**config.mk**
```make
export PLATFORM = sky130hd
export DESIGN_NAME = order_crossover_permutation_flat
export DESIGN_NICKNAME = d
export VERILOG_FILES = /design/src/rtl/ocx_pkg.sv /design/src/rtl/ocx_ifs.sv /design/src/rtl/ocx_ram.sv /design/src/rtl/ocx_ctrl.sv /design/src/rtl/ocx_datapath.sv /design/src/rtl/order_crossover_permutation.sv /design/src/flat_wrapper.sv
export SDC_FILE = /design/constraint.sdc
export NUM_CORES = 1
export LEC_CHECK = 0
export BUFFER_PORTS_ARGS = -buffer_cell sky130_fd_sc_hd__buf_4
export CAP_MARGIN = 30
export CELL_PAD_IN_SITES_DETAIL_PLACEMENT = 0
export CELL_PAD_IN_SITES_GLOBAL_PLACEMENT = 1
export CORE_ASPECT_RATIO = 0.7
export CORE_MARGIN = 5
export CORE_UTILIZATION = 50
export CTS_BUF_LIST = sky130_fd_sc_hd__clkbuf_4 sky130_fd_sc_hd__clkbuf_8 sky130_fd_sc_hd__clkbuf_16
export CTS_CLUSTER_SIZE = 25
export DETAILED_ROUTE_END_ITERATION = 7
export MAX_ROUTING_LAYER = met4
export PLACE_DENSITY = 0.83
export SYNTH_ARGS = -nofsm -noshare
export SYNTH_HDL_FRONTEND = slang
export SYNTH_SLANG_ARGS = --single-unit
```
**constraint.sdc**
```tcl
create_clock -name clk -period 5.35 [get_ports clk]
set_input_delay 0.2675 -clock clk [delete_from_list [all_inputs] [get_ports clk]]
set_output_delay 0.2675 -clock clk [all_outputs]
set_load 0.005 [all_outputs]
```
**src/rtl/ocx_pkg.sv**
```systemverilog
// ----------------------------------------------------------------------------
// ocx_pkg
// Shared widths, defaults and controller/datapath handshake structs for the
// order crossover block.
// ----------------------------------------------------------------------------
package ocx_pkg;

  localparam int GENE_W          = 6;
  localparam int CNT_W           = 7;
  localparam int GENE_SPAN       = 64;
  localparam int MAX_CITIES_DEF  = 64;
  localparam logic [CNT_W-1:0] CITY_COUNT_RST = 7'd64;

  typedef struct packed {
    logic load_wr;
    logic cap_last;
    logic setup;
    logic rd_fp;
    logic init_scan;
    logic rd_sp;
    logic init_emit;
    logic rd_child;
  } cmd_t;

  typedef struct packed {
    logic last;
    logic emit_ok;
  } stat_t;

endpackage

```
**src/rtl/ocx_ifs.sv**
```systemverilog
// ----------------------------------------------------------------------------
// ocx channel interfaces
// Valid/ready channels for parent words, child words and the city count.
// ----------------------------------------------------------------------------
interface ocx_in_if import ocx_pkg::*; ();
  logic              valid;
  logic              ready;
  logic [GENE_W-1:0] first_parent_gene;
  logic [GENE_W-1:0] second_parent_gene;
  logic [GENE_W-1:0] cut_first;
  logic [GENE_W-1:0] cut_second;
  logic              last_position;

  modport source (output valid, first_parent_gene, second_parent_gene, cut_first,
                  cut_second, last_position, input ready);
  modport sink   (input valid, first_parent_gene, second_parent_gene, cut_first,
                  cut_second, last_position, output ready);
endinterface

interface ocx_out_if import ocx_pkg::*; ();
  logic              valid;
  logic              ready;
  logic [GENE_W-1:0] child_gene;
  logic              child_last;

  modport source (output valid, child_gene, child_last, input ready);
  modport sink   (input valid, child_gene, child_last, output ready);
endinterface

interface ocx_cfg_if import ocx_pkg::*; ();
  logic             valid;
  logic             ready;
  logic [CNT_W-1:0] city_count;

  modport source (output valid, city_count, input ready);
  modport sink   (input valid, city_count, output ready);
endinterface

```
**src/rtl/ocx_ram.sv**
```systemverilog
// ----------------------------------------------------------------------------
// ocx_ram
// Generic single write port, single read port RAM with registered read.
// ----------------------------------------------------------------------------
module ocx_ram #(
  parameter int WIDTH = 8,
  parameter int DEPTH = 64
) (
  input  logic                     clk,
  input  logic                     we,
  input  logic [$clog2(DEPTH)-1:0] waddr,
  input  logic [WIDTH-1:0]         wdata,
  input  logic [$clog2(DEPTH)-1:0] raddr,
  output logic [WIDTH-1:0]         rdata
);

  logic [WIDTH-1:0] mem [DEPTH];

  always_ff @(posedge clk) begin
    if (we) begin
      mem[waddr] <= wdata;
    end
    rdata <= mem[raddr];
  end

endmodule

```
**src/rtl/ocx_ctrl.sv**
```systemverilog
// ----------------------------------------------------------------------------
// ocx_ctrl
// Phase sequencer: load, setup, segment sweep, cyclic scan, drain, emit.
// ----------------------------------------------------------------------------
module ocx_ctrl import ocx_pkg::*; (
  input  logic  clk,
  input  logic  rst,
  input  logic  in_valid,
  input  logic  in_last,
  output logic  in_ready,
  output cmd_t  cmd,
  input  stat_t stat
);

  typedef enum logic [2:0] {
    ST_LOAD,
    ST_SETUP,
    ST_SWEEP,
    ST_SCAN,
    ST_DRAIN,
    ST_EMIT
  } state_t;

  state_t state;
  logic   accept;

  assign accept = in_valid && in_ready;

  always_ff @(posedge clk) begin
    if (rst) begin
      state    <= ST_LOAD;
      in_ready <= 1'b1;
    end else begin
      case (state)
        ST_LOAD: begin
          if (accept && in_last) begin
            state    <= ST_SETUP;
            in_ready <= 1'b0;
          end
        end
        ST_SETUP: state <= ST_SWEEP;
        ST_SWEEP: begin
          if (stat.last) state <= ST_SCAN;
        end
        ST_SCAN: begin
          if (stat.last) state <= ST_DRAIN;
        end
        ST_DRAIN: state <= ST_EMIT;
        ST_EMIT: begin
          if (stat.emit_ok && stat.last) begin
            state    <= ST_LOAD;
            in_ready <= 1'b1;
          end
        end
        default: begin
          state    <= ST_LOAD;
          in_ready <= 1'b1;
        end
      endcase
    end
  end

  always_comb begin
    cmd           = '0;
    cmd.load_wr   = accept;
    cmd.cap_last  = accept && in_last;
    cmd.setup     = (state == ST_SETUP);
    cmd.rd_fp     = (state == ST_SWEEP);
    cmd.init_scan = (state == ST_SWEEP) && stat.last;
    cmd.rd_sp     = (state == ST_SCAN);
    cmd.init_emit = (state == ST_DRAIN);
    cmd.rd_child  = (state == ST_EMIT) && stat.emit_ok;
  end

endmodule

```
**src/rtl/ocx_datapath.sv**
```systemverilog
// ----------------------------------------------------------------------------
// ocx_datapath
// Parent and child stores, presence bitmap, position counters and the
// two-word output buffer.
// ----------------------------------------------------------------------------
module ocx_datapath import ocx_pkg::*; #(
  parameter int MAX_CITIES = MAX_CITIES_DEF
) (
  input  logic              clk,
  input  logic              rst,
  input  cmd_t              cmd,
  output stat_t             stat,
  input  logic [GENE_W-1:0] first_parent_gene,
  input  logic [GENE_W-1:0] second_parent_gene,
  input  logic [GENE_W-1:0] cut_first,
  input  logic [GENE_W-1:0] cut_second,
  ocx_out_if.source         child,
  ocx_cfg_if.sink           cfg
);

  localparam int AW = $clog2(MAX_CITIES);
  localparam int PW = $clog2(MAX_CITIES + 1);
  localparam int XW = (PW > CNT_W) ? PW : CNT_W;
  localparam int YW = (AW > GENE_W) ? AW : GENE_W;

  function automatic logic [AW-1:0] clamp_cut(input logic [GENE_W-1:0] raw,
                                              input logic [AW-1:0]     hi);
    logic [YW-1:0] c;
    c = YW'(raw);
    if (c == '0) c = YW'(1);
    if (c > YW'(hi)) c = YW'(hi);
    return AW'(c);
  endfunction

  logic [CNT_W-1:0]     city_count;
  logic [PW-1:0]        lp;
  logic [PW-1:0]        n;
  logic [PW-1:0]        n_next;
  logic [XW-1:0]        cc_x;
  logic [AW-1:0]        nm1;
  logic [GENE_W-1:0]    cut1_raw, cut2_raw;
  logic [AW-1:0]        c1, c2, c_lo, c_hi, start_next;
  logic [AW-1:0]        cut_lo, cut_hi, start;
  logic [AW-1:0]        pos, left, wr, pos_d, pos_inc;
  logic                 sweep_d, scan_d, emit_d, seg_d, last_d;
  logic [GENE_SPAN-1:0] present;

  logic                 par_we;
  logic [GENE_W-1:0]    fp_q, sp_q, ch_q;
  logic                 scan_ins;
  logic                 child_we;
  logic [AW-1:0]        child_waddr;
  logic [GENE_W-1:0]    child_wdata;

  logic [GENE_W-1:0]    q_gene [2];
  logic                 q_last [2];
  logic [1:0]           occ;
  logic [2:0]           fill;
  logic                 pop;
  logic                 push_head;

  // config
  assign cfg.ready = 1'b1;

  always_ff @(posedge clk) begin
    if (rst) begin
      city_count <= CITY_COUNT_RST;
    end else if (cfg.valid) begin
      city_count <= cfg.city_count;
    end
  end

  always_comb begin
    cc_x = XW'(city_count);
    if (cc_x < XW'(3)) begin
      n_next = PW'(3);
    end else if (cc_x > XW'(MAX_CITIES)) begin
      n_next = PW'(MAX_CITIES);
    end else begin
      n_next = PW'(cc_x);
    end
  end

  assign nm1 = AW'(n - PW'(1));

  // load
  assign par_we = cmd.load_wr && (lp < PW'(MAX_CITIES));

  always_ff @(posedge clk) begin
    if (rst) begin
      lp <= PW'(1);
    end else if (cmd.cap_last) begin
      lp <= PW'(1);
    end else if (par_we) begin
      lp <= lp + PW'(1);
    end
  end

  always_ff @(posedge clk) begin
    if (cmd.cap_last) begin
      n        <= n_next;
      cut1_raw <= cut_first;
      cut2_raw <= cut_second;
    end
  end

  // cut ordering
  always_comb begin
    c1 = clamp_cut(cut1_raw, nm1);
    c2 = clamp_cut(cut2_raw, nm1);
    c_lo = (c1 > c2) ? c2 : c1;
    c_hi = (c1 > c2) ? c1 : c2;
    start_next = (c_hi == nm1) ? AW'(1) : c_hi + AW'(1);
  end

  always_ff @(posedge clk) begin
    if (cmd.setup) begin
      cut_lo <= c_lo;
      cut_hi <= c_hi;
      start  <= start_next;
    end
  end

  // position counters
  assign pos_inc = (pos == nm1) ? AW'(1) : pos + AW'(1);

  always_ff @(posedge clk) begin
    if (cmd.setup || cmd.init_emit) begin
      pos  <= AW'(1);
      left <= nm1;
    end else if (cmd.init_scan) begin
      pos  <= start;
      left <= nm1;
    end else if (cmd.rd_fp || cmd.rd_sp || cmd.rd_child) begin
      pos  <= pos_inc;
      left <= left - AW'(1);
    end
  end

  always_ff @(posedge clk) begin
    if (cmd.init_scan) begin
      wr <= start;
    end else if (scan_ins) begin
      wr <= (wr == nm1) ? AW'(1) : wr + AW'(1);
    end
  end

  always_ff @(posedge clk) begin
    if (rst) begin
      sweep_d <= 1'b0;
      scan_d  <= 1'b0;
      emit_d  <= 1'b0;
    end else begin
      sweep_d <= cmd.rd_fp;
      scan_d  <= cmd.rd_sp;
      emit_d  <= cmd.rd_child;
    end
  end

  always_ff @(posedge clk) begin
    pos_d  <= pos;
    seg_d  <= (pos >= cut_lo) && (pos <= cut_hi);
    last_d <= (left == AW'(1));
  end

  // stores
  ocx_ram #(.WIDTH(GENE_W), .DEPTH(MAX_CITIES)) u_fp_ram (
    .clk   (clk),
    .we    (par_we),
    .waddr (lp[AW-1:0]),
    .wdata (first_parent_gene),
    .raddr (pos),
    .rdata (fp_q)
  );

  ocx_ram #(.WIDTH(GENE_W), .DEPTH(MAX_CITIES)) u_sp_ram (
    .clk   (clk),
    .we    (par_we),
    .waddr (lp[AW-1:0]),
    .wdata (second_parent_gene),
    .raddr (pos),
    .rdata (sp_q)
  );

  assign scan_ins    = scan_d && !present[sp_q];
  assign child_we    = sweep_d || scan_ins;
  assign child_waddr = sweep_d ? pos_d : wr;
  assign child_wdata = sweep_d ? (seg_d ? fp_q : '0) : sp_q;

  ocx_ram #(.WIDTH(GENE_W), .DEPTH(MAX_CITIES)) u_child_ram (
    .clk   (clk),
    .we    (child_we),
    .waddr (child_waddr),
    .wdata (child_wdata),
    .raddr (pos),
    .rdata (ch_q)
  );

  // presence bitmap, city zero set present at setup
  always_ff @(posedge clk) begin
    if (rst) begin
      present <= '0;
    end else if (cmd.setup) begin
      present <= GENE_SPAN'(1);
    end else begin
      if (sweep_d && seg_d) present[fp_q] <= 1'b1;
      if (scan_ins)         present[sp_q] <= 1'b1;
    end
  end

  // output buffer
  assign pop         = (occ != 2'd0) && child.ready;
  assign fill        = {1'b0, occ} + {2'b00, emit_d};
  assign push_head   = (occ == 2'd0) || ((occ == 2'd1) && pop);
  assign child.valid      = (occ != 2'd0);
  assign child.child_gene = q_gene[0];
  assign child.child_last = q_last[0];

  always_ff @(posedge clk) begin
    if (rst) begin
      occ <= 2'd0;
    end else begin
      case ({emit_d, pop})
        2'b10:   occ <= occ + 2'd1;
        2'b01:   occ <= occ - 2'd1;
        default: occ <= occ;
      endcase
    end
  end

  always_ff @(posedge clk) begin
    if (emit_d && push_head) begin
      q_gene[0] <= ch_q;
      q_last[0] <= last_d;
    end else if (pop) begin
      q_gene[0] <= q_gene[1];
      q_last[0] <= q_last[1];
    end
    if (emit_d && !push_head) begin
      q_gene[1] <= ch_q;
      q_last[1] <= last_d;
    end
  end

  assign stat.last    = (left == AW'(1));
  assign stat.emit_ok = (fill < 3'd2) || ((fill == 3'd2) && pop);

  a_occ_range: assert property (@(posedge clk) disable iff (rst)
    occ != 2'd3) else $error("output buffer overflow");

  a_full_push: assert property (@(posedge clk) disable iff (rst)
    (emit_d && (occ == 2'd2)) |-> pop) else $error("push into full buffer");

  a_cut_order: assert property (@(posedge clk) disable iff (rst)
    cmd.setup |=> ((cut_lo <= cut_hi) && (cut_hi <= nm1) && (cut_lo != '0)))
    else $error("cut points out of order");

  a_child_pos: assert property (@(posedge clk) disable iff (rst)
    child_we |-> ((child_waddr != '0) && (child_waddr <= nm1)))
    else $error("child write outside interior");

endmodule

```
**src/rtl/order_crossover_permutation.sv**
```systemverilog
// ----------------------------------------------------------------------------
// order_crossover_permutation
// OX1 crossover of two tours: loads both parents one position per word, then
// copies the first parent's segment and fills the rest from the second parent.
// ----------------------------------------------------------------------------
// Parent words are taken one per cycle while loading. After the word marked
// last, the block stops taking input and runs the crossover on n = clamped
// city_count: a setup state, a sweep of the n-1 positions copying the segment
// and clearing the child, a scan of the second parent, a drain state, then n-1
// child words at up to one per cycle. Each phase is set by the single read
// port of its store, one position per cycle, with the emit phase held while
// the output buffer is full. Input is taken again once the last child word
// has been read from the store; the final words may still sit in the two-word
// output buffer.
module order_crossover_permutation import ocx_pkg::*; #(
  parameter int MAX_CITIES = MAX_CITIES_DEF
) (
  input  logic      clk,
  input  logic      rst,
  ocx_in_if.sink    parent,
  ocx_out_if.source child,
  ocx_cfg_if.sink   cfg
);

  cmd_t  cmd;
  stat_t stat;
  logic  in_ready;

  assign parent.ready = in_ready;

  ocx_ctrl u_ctrl (
    .clk      (clk),
    .rst      (rst),
    .in_valid (parent.valid),
    .in_last  (parent.last_position),
    .in_ready (in_ready),
    .cmd      (cmd),
    .stat     (stat)
  );

  ocx_datapath #(.MAX_CITIES(MAX_CITIES)) u_datapath (
    .clk                (clk),
    .rst                (rst),
    .cmd                (cmd),
    .stat               (stat),
    .first_parent_gene  (parent.first_parent_gene),
    .second_parent_gene (parent.second_parent_gene),
    .cut_first          (parent.cut_first),
    .cut_second         (parent.cut_second),
    .child              (child),
    .cfg                (cfg)
  );

endmodule

```
**src/flat_wrapper.sv**
```systemverilog
// flat-port wrapper written by rule: the top's interface ports become plain ports
module order_crossover_permutation_flat import ocx_pkg::*;
#(
  parameter int MAX_CITIES = MAX_CITIES_DEF
)
  (clk, rst, parent_valid, parent_first_parent_gene, parent_second_parent_gene, parent_cut_first, parent_cut_second, parent_last_position, parent_ready, child_valid, child_child_gene, child_child_last, child_ready, cfg_valid, cfg_city_count, cfg_ready);
  ocx_in_if parent_i ();
  ocx_out_if child_i ();
  ocx_cfg_if cfg_i ();
  input  logic clk;
  input  logic rst;
  input wire logic [$bits(parent_i.valid)-1:0] parent_valid;
  input wire logic [$bits(parent_i.first_parent_gene)-1:0] parent_first_parent_gene;
  input wire logic [$bits(parent_i.second_parent_gene)-1:0] parent_second_parent_gene;
  input wire logic [$bits(parent_i.cut_first)-1:0] parent_cut_first;
  input wire logic [$bits(parent_i.cut_second)-1:0] parent_cut_second;
  input wire logic [$bits(parent_i.last_position)-1:0] parent_last_position;
  output wire logic [$bits(parent_i.ready)-1:0] parent_ready;
  output wire logic [$bits(child_i.valid)-1:0] child_valid;
  output wire logic [$bits(child_i.child_gene)-1:0] child_child_gene;
  output wire logic [$bits(child_i.child_last)-1:0] child_child_last;
  input wire logic [$bits(child_i.ready)-1:0] child_ready;
  input wire logic [$bits(cfg_i.valid)-1:0] cfg_valid;
  input wire logic [$bits(cfg_i.city_count)-1:0] cfg_city_count;
  output wire logic [$bits(cfg_i.ready)-1:0] cfg_ready;
  assign parent_i.valid = parent_valid;
  assign parent_i.first_parent_gene = parent_first_parent_gene;
  assign parent_i.second_parent_gene = parent_second_parent_gene;
  assign parent_i.cut_first = parent_cut_first;
  assign parent_i.cut_second = parent_cut_second;
  assign parent_i.last_position = parent_last_position;
  assign parent_ready = parent_i.ready;
  assign child_valid = child_i.valid;
  assign child_child_gene = child_i.child_gene;
  assign child_child_last = child_i.child_last;
  assign child_i.ready = child_ready;
  assign cfg_i.valid = cfg_valid;
  assign cfg_i.city_count = cfg_city_count;
  assign cfg_ready = cfg_i.ready;
  order_crossover_permutation #(.MAX_CITIES(MAX_CITIES)) u_core (.clk(clk), .rst(rst), .parent(parent_i), .child(child_i), .cfg(cfg_i));
endmodule
```
# After elaboration in Yosys (flattened, before gate mapping)
# Memory sizes are Yosys's and may differ from the RTL's. A register that Yosys moved wholly into a read port is not among the register bits.
# Index checks and enable logic that the tools add are counted.
# W data, S select, Z words.
# totals
mem_count	5
wordCells	163
inputBits	37
output_inout_bits	10
ram_bits	1166
register_bits	149
# classes
addsub	9
magnitude_cmp	13
bitwise	5
reduce_logical	39
mux	52
n_eq_ne	17
# mem_list
name	depth	word_bits	read_ports	rd_clocked_by_memory_dff	wr	line_no	rtl
u_core.u_datapath.u_child_ram.mem	64	6	1	1	1	ocx_ram.sv:17	logic [WIDTH-1:0] mem [DEPTH];
u_core.u_datapath.u_fp_ram.mem	64	6	1	1	1	ocx_ram.sv:17	
u_core.u_datapath.u_sp_ram.mem	64	6	1	1	1	ocx_ram.sv:17	
u_core.u_datapath.q_gene	2	6	2	0	2	ocx_datapath.sv:55	logic [GENE_W-1:0] q_gene [2];
u_core.u_datapath.q_last	2	1	2	0	2	ocx_datapath.sv:56	logic q_last [2];
# ops
operator	n
$mux W64	4
$or A64 B64 Y64	2
$mux W6	19
$add A6 B1 Y6 const B	3
$eq A6 B6 Y1	3
$gt A6 B6 Y1	3
$mux W1	18
$pmux W3 S6	1
$logic_and A1 B1 Y1	16
$lt A6 B7 Y1 const B	2
$demux W1 S6	2
$ge A6 B1 Y1 const B	2
$logic_not A6 Y1	2
$mux W3	4
$sub A6 B1 Y6 const B	2
$eq A3 B2 Y1 const B	3
$reduce_bool A2 Y1	4
$add A7 B1 Y7 const B	1
$gt A7 B7 Y1 const B	1
$lt A7 B2 Y1 const B	1
$lt A7 B7 Y1 const B	1
$bmux W1 S6	1
$eq A3 B3 Y1 const B	2
$eq A6 B1 Y1 const B	1
other kinds (25)	37

# Depth between registers and ports, before layout
# logic_depth
ltp_word	11
ltp_mapped	26
mapped_depth_nobuf	23

# Hierarchy
# From an unflattened synthesis, not the netlist that was laid out.
# unflattened
cells_unflattened	3068
hier_area_um2	54613.6
# by_module_without_submodules
module	instances	seq_area_each_um2	cells_each	area_each_um2
ocx_ram	3	11651.2	720	15225.9
ocx_datapath	1	3803.6	873	8630.8
ocx_ctrl	1	80.1	35	305.3

# Worst setup path before layout
# Ideal clock, no wire load.
# synth_path
kind	reg2reg
start	register u_core.u_datapath.n[0]
end	register u_core.u_datapath.start[5], data pin
setup_slack_ps	42
synth_period_minus_slack_ps	5308
t_arrival_ps	5039
required_time_ps	5081
stages_incl_launch_ff	25
setup_ps	269
n_path_buf	2
cell_sequence	edfxtp_1 > buf_2 > clkinv_1 > ha_1 > xor2_1 > clkinv_1 > ha_1 > and3_1 > a21oi_1 > maj3_1 > a22o_1 > buf_6 > nor2_1 > a21o_1 > inv_1 > ha_1 > o21ai_0 > a21oi_1 > o31ai_1 > o211ai_2 > a21oi_4 > mux2i_4 > nor3b_2 > and3_1 > nor3_2
# synth_between
elab_chain_cells	6
elab_cells_between_ends	9
cone_classes	add/sub (2); order compare (3); eq/ne (1); mux (3)
# synth_rtl
element	line_no	rtl
start: declaration	ocx_datapath.sv:37	logic [PW-1:0] n;
start signal: assignment	ocx_datapath.sv:101	n <= n_next;
$sub A6 B1 Y6 *	ocx_datapath.sv:84	assign nm1 = AW'(n - PW'(1));
$gt A6 B6 Y1	ocx_datapath.sv:31	if (c > YW'(hi)) c = YW'(hi);
$mux W6	ocx_datapath.sv:31	
$gt A6 B6 Y1	ocx_datapath.sv:112	c_hi = (c1 > c2) ? c1 : c2;
$mux W6 *	ocx_datapath.sv:112	
via u_core.u_datapath.c_hi[3]	ocx_datapath.sv:42	logic [AW-1:0] c1, c2, c_lo, c_hi, start_next;
$add A6 B1 Y6 / $eq A6 B6 Y1 (equally long branches)	ocx_datapath.sv:113	start_next = (c_hi == nm1) ? AW'(1) : c_hi + AW'(1);
end signal: assignment	ocx_datapath.sv:120	start <= start_next;
end: declaration	ocx_datapath.sv:43	logic [AW-1:0] cut_lo, cut_hi, start;
# The timed path passes the listed nets; every way through them passes the cells marked *.
# A chain may end at the register's enable or synchronous reset.

# Worst setup path after layout
# Same ends and word-level chain as after synthesis.

==> flow_metrics.env <==
export IMPL_placement_cell_area_mm2=0.0565
export IMPL_core_area_mm2=0.107
export IMPL_antenna_left=0
export IMPL_layout_common_cells="sky130_fd_sc_hd__edfxtp_1 (1214), sky130_fd_sc_hd__mux4_2 (384), sky130_fd_sc_hd__nor2_1 (273)"
export IMPL_ys_types=91
export IMPL_die_height_um=285
export IMPL_gp_congestion=0.905
export IMPL_worst_skew_pair_late_latency_ps=750
export IMPL_numClockSinks=1333
export IMPL_post_synth_and_or_nand_nor_area_fraction_pct=4.36
export IMPL_r2r_setup_slack_ps=120
export IMPL_detailroute_via_count=28100
export IMPL_place_ws_ps=11.4
export IMPL_start_util_pct=50.5
export IMPL_globalRouteOverflowTotal=0
export IMPL_die_w_um=402
export IMPL_critPathMaxStageDelay_ps=460
export IMPL_post_synth_mux_area_share_pct=16.9
export IMPL_fin_nets=3049
export IMPL_die_outline_area_mm2=0.114
export IMPL_synth_top_cells_by_area="sky130_fd_sc_hd__edfxtp_1 (68%), sky130_fd_sc_hd__mux4_2 (16%), sky130_fd_sc_hd__dfxtp_1 (4.4%), sky130_fd_sc_hd__nor2_1 (1.9%), sky130_fd_sc_hd__a221oi_1 (1.0%)"
export IMPL_groute_usage_overall_pct=22.5
export IMPL_dominantRegCellSynth="sky130_fd_sc_hd__edfxtp_1"
export IMPL_number_of_buffers_between_clock_root_and_the_deepest_sink=3
export IMPL_clock_tree_htree_level_count=3
export IMPL_slew_hr_pct=32.5
export IMPL_leakagePower_nw=19.5
export IMPL_cts_buffers_inserted=116
export IMPL_synth_top_area_cell="sky130_fd_sc_hd__edfxtp_1"
export IMPL_count_of_synthesis_stage_warnings_from_yosys=0
export IMPL_parity_gate_share_of_the_synthesized_area_counting_xor_and_xnor_cells_pct=0.906
export IMPL_finalSetupViolCount=0
export IMPL_cp_data_arrival_time_ps=5700
export IMPL_drt_wl_cell_um=27.8
export IMPL_worst_setup_path_start_kind="register"
export IMPL_synth_area_mm2=0.0538
export IMPL_synth_compound_area_share_pct=3.24
export IMPL_crit_end_element="register"
export IMPL_drt_first_iter_violations=3184
export IMPL_cellPowerDensity_mw_per_mm2=456
export IMPL_fillers=7666
export IMPL_final_layout_size_suffix_gt1_share_pct=27.1
export IMPL_finalCritPeriodShare_pct=97.8
export IMPL_timing_final_crit_period_ps=5230
export IMPL_timing_limited_maximum_frequency_ghz=0.191
export IMPL_worstPathMaxFanout=7
export IMPL_dominant_combinational_cell_family_by_area_after_synthesis="multiplexers"
export IMPL_worst_pin_slew_ps=1010
export IMPL_crit_path_kind="register to register"
export IMPL_critical_path_cell_chain="nor3_4 -> nor3b_2 -> xor2_1 -> inv_2 -> buf_4 -> ha_2 -> a31o_1 -> nor3_1 -> a21oi_1 -> inv_1 -> ha_2 -> o21ai_2 -> o32ai_2 -> o31ai_2 -> o211ai_2 -> buf_4 -> a21oi_4 -> mux2i_4 -> nor3b_4 -> and3_4 -> nor3_2"
export IMPL_grt_pass1_vias=28200
export IMPL_number_of_antenna_violations_at_the_first_check_in_global_routing=2
export IMPL_wl_um=125000
export IMPL_synth_seq_cells=1333
export IMPL_drcViolationCount=0
export IMPL_worst_clock_skew_ps=54.8
export IMPL_post_synth_top_area_fraction_pct=67.7
export IMPL_synth_adder_area_share_pct=0.855
export IMPL_worst_ep_required_time_ps=5810
export IMPL_drt_pass1_iterations=6
export IMPL_grt_first_pass_wirelength_um=187000
export IMPL_synth_enable_flop_cells=1214
export IMPL_worst_path_max_delay_cell="sky130_fd_sc_hd__edfxtp_1"
export IMPL_power_ir_vdd_worst_uv=368
export IMPL_placement_rows=100
export IMPL_mostFrequentLayoutCell="sky130_fd_sc_hd__edfxtp_1"
export IMPL_maxSlewViolCount=0
export IMPL_io_pin_count=47
export IMPL_portBuffers=45
export IMPL_post_synthesis_sequential_area_ratio_pct=72.1
export IMPL_syn_area_per_cell_um2=19.2
export IMPL_antenna_cells=0
export IMPL_maximum_number_of_pins_on_one_net_before_global_route_repair=88
export IMPL_routed_via_density=6.25
export IMPL_area_growth_pct=13.3
export IMPL_postSynthNetCount=2878
export IMPL_hpwl_after_detailed_placement_um=76700
export IMPL_outcome="finished, final reports clean"
export IMPL_cts_reportedPaths_clkPinSlew_ps=60
export IMPL_synth_async_reset_ratio_pct=0
export IMPL_report_final_hold_viol_count=0
export IMPL_min_path_type="input pin to register"
export IMPL_setup_ws_ps=116
export IMPL_root_buffer="sky130_fd_sc_hd__clkbuf_16"
export IMPL_cts_tree="done"
export IMPL_finish_instance_area_mm2=0.0610
export IMPL_syn_instance_count=2805
export IMPL_drv_cap=0
state kept, by name (all words and copies together) (netlist names), 7 cells and up:
| name | cells |
|---|---|
| u_core.u_datapath.present | 64 |
| u_core.u_datapath.q_gene | 12 |
| u_core.u_datapath.cc_x | 7 |
| u_core.u_datapath.u_sp_ram.mem | 384 |
| u_core.u_datapath.lp | 7 |
| u_core.u_datapath.u_child_ram.mem | 384 |
| u_core.u_datapath.u_fp_ram.mem | 384 |
report_power, final:
| group | total, mW | switching [mW] | internal (mW) |
|---|---|---|---|
| Clock | 8.36 | 3.80 | 4.56 |
| Combinational | 6.96 | 3.83 | 3.13 |
| Sequential | 12.5 | 0.441 | 12.0 |
| Total | 27.8 | 8.07 | 19.7 |
layout make-up:
class	instances	area (um^2)	share of cell area [%]
multi-input combinational	1259	14400	23.6
clock buffer	146	3160	5.18
inverter	52	195	0.320
timing repair buffer	214	1930	3.16
sequential	1333	38900	63.7
clock inverter	71	667	1.09
tap	1428	1790	2.93
routing by layer:
metal  vias to the layer above  track usage (%)  part of all wire (%)
met5                         -                -                     0
met4                         0             6.41                   2.9
met3                       224             5.23                   9.6
met2                      1462             32.8                    46
met1                     14700             32.3                    41
li1                      11800                -                     -
repair_timing:
| action | 4_1_cts | 5_1_grt |
|---|---|---|
| setup buffers | 1 | 8 |
| hold buffers | 34 | 0 |
| hold endpoints to repair | 35 | 0 |
| setup endpoints to repair | 3 | 7 |
| resized for setup | 2 | 33 |
| pin swaps | 0 | 13 |
| gates cloned | 0 | 1 |
Yosys cell counts (4+ instances only):
| cell type | count |
|---|---|
| sky130_fd_sc_hd__a221oi_1 | 64 |
| sky130_fd_sc_hd__nor2b_1 | 13 |
| sky130_fd_sc_hd__nor4_1 | 7 |
| sky130_fd_sc_hd__clkbuf_1 | 111 |
| sky130_fd_sc_hd__a22o_1 | 4 |
| sky130_fd_sc_hd__o31ai_1 | 4 |
| sky130_fd_sc_hd__edfxtp_1 | 1214 |
| sky130_fd_sc_hd__a211oi_1 | 5 |
| sky130_fd_sc_hd__o21ai_0 | 43 |
| sky130_fd_sc_hd__o32ai_1 | 10 |
| sky130_fd_sc_hd__mux4_2 | 384 |
| sky130_fd_sc_hd__xnor2_1 | 29 |
| sky130_fd_sc_hd__nand2b_1 | 18 |
| sky130_fd_sc_hd__and3_1 | 8 |
| sky130_fd_sc_hd__buf_4 | 7 |
| sky130_fd_sc_hd__ha_1 | 36 |
| sky130_fd_sc_hd__nor2_1 | 275 |
| sky130_fd_sc_hd__nand4_1 | 6 |
| sky130_fd_sc_hd__or3_1 | 8 |
| sky130_fd_sc_hd__nand3_1 | 19 |
| sky130_fd_sc_hd__mux2i_1 | 32 |
| sky130_fd_sc_hd__nor3b_1 | 4 |
| sky130_fd_sc_hd__a31oi_1 | 9 |
| sky130_fd_sc_hd__a21oi_1 | 40 |
| sky130_fd_sc_hd__buf_2 | 4 |
| sky130_fd_sc_hd__dfxtp_1 | 119 |
| sky130_fd_sc_hd__nand2_1 | 90 |
| sky130_fd_sc_hd__buf_1 | 37 |
| sky130_fd_sc_hd__xor2_1 | 14 |
| sky130_fd_sc_hd__a21o_1 | 7 |
| sky130_fd_sc_hd__inv_1 | 48 |
| sky130_fd_sc_hd__mux2_2 | 10 |
| sky130_fd_sc_hd__or2_2 | 6 |
| sky130_fd_sc_hd__nor3_1 | 31 |
| sky130_fd_sc_hd__nand3b_1 | 7 |
kinds of logic (layout without fill, tap and decap cells):
logic type	after synthesis	count (layout)
muxes	428	428
AOI/OAI and AO/OA	231	231
DFF	1333	1333
adders and majority gates	37	37
buffers and inverters	213	483
xor gates and xnor gates	48	48
other	1	1
and+or+nand+nor	514	514
critical path, delay by kind of cell (launching register included):
family / cells / cell delay, ps
compound gates: 7 / 1520
flops: 1 / 460
fa+ha+maj: 2 / 630
mux: 1 / 350
xor+xnor: 1 / 300
buf+inv: 4 / 580
simple gates: 6 / 1120
path summary, 6_finish.rpt:
| kind | from | end | cells after the start |
|---|---|---|---|
| setup / recovery | u_core.u_datapath.n[0] | u_core.u_datapath.start[5] | 21 |
| hold / removal | parent_first_parent_gene[4] | u_core.u_datapath.u_fp_ram.mem[59][4] | 1 |
| setup reg to reg | u_core.u_datapath.n[0] | u_core.u_datapath.start[5] | 21 |
| hold reg to reg | u_core.u_datapath.last_d | u_core.u_datapath.q_last[0][1] | 0 |
through the flow:
| stage | TNS, ps | power (mW) | utilization, % | instances | hold slack [ps] |
|---|---|---|---|---|---|
| 2_1_floorplan | 0 | 17.1 | - | 2805 | 354 |
| 3_3_place_gp | 0 | 19.3 | 52.5 | 4177 | 420 |
| 5_1_grt | -589 | 28.8 | 57.2 | 4503 | 97.7 |
| 6_report | 0 | 27.8 | 57.2 | 4503 | 97.8 |
| 3_5_place_dp | 0 | 19.5 | 53.0 | 4239 | 426 |
| 4_1_cts | 0 | 27.8 | 56.9 | 4491 | 65.6 |
Power figures use the tool's default switching activity.
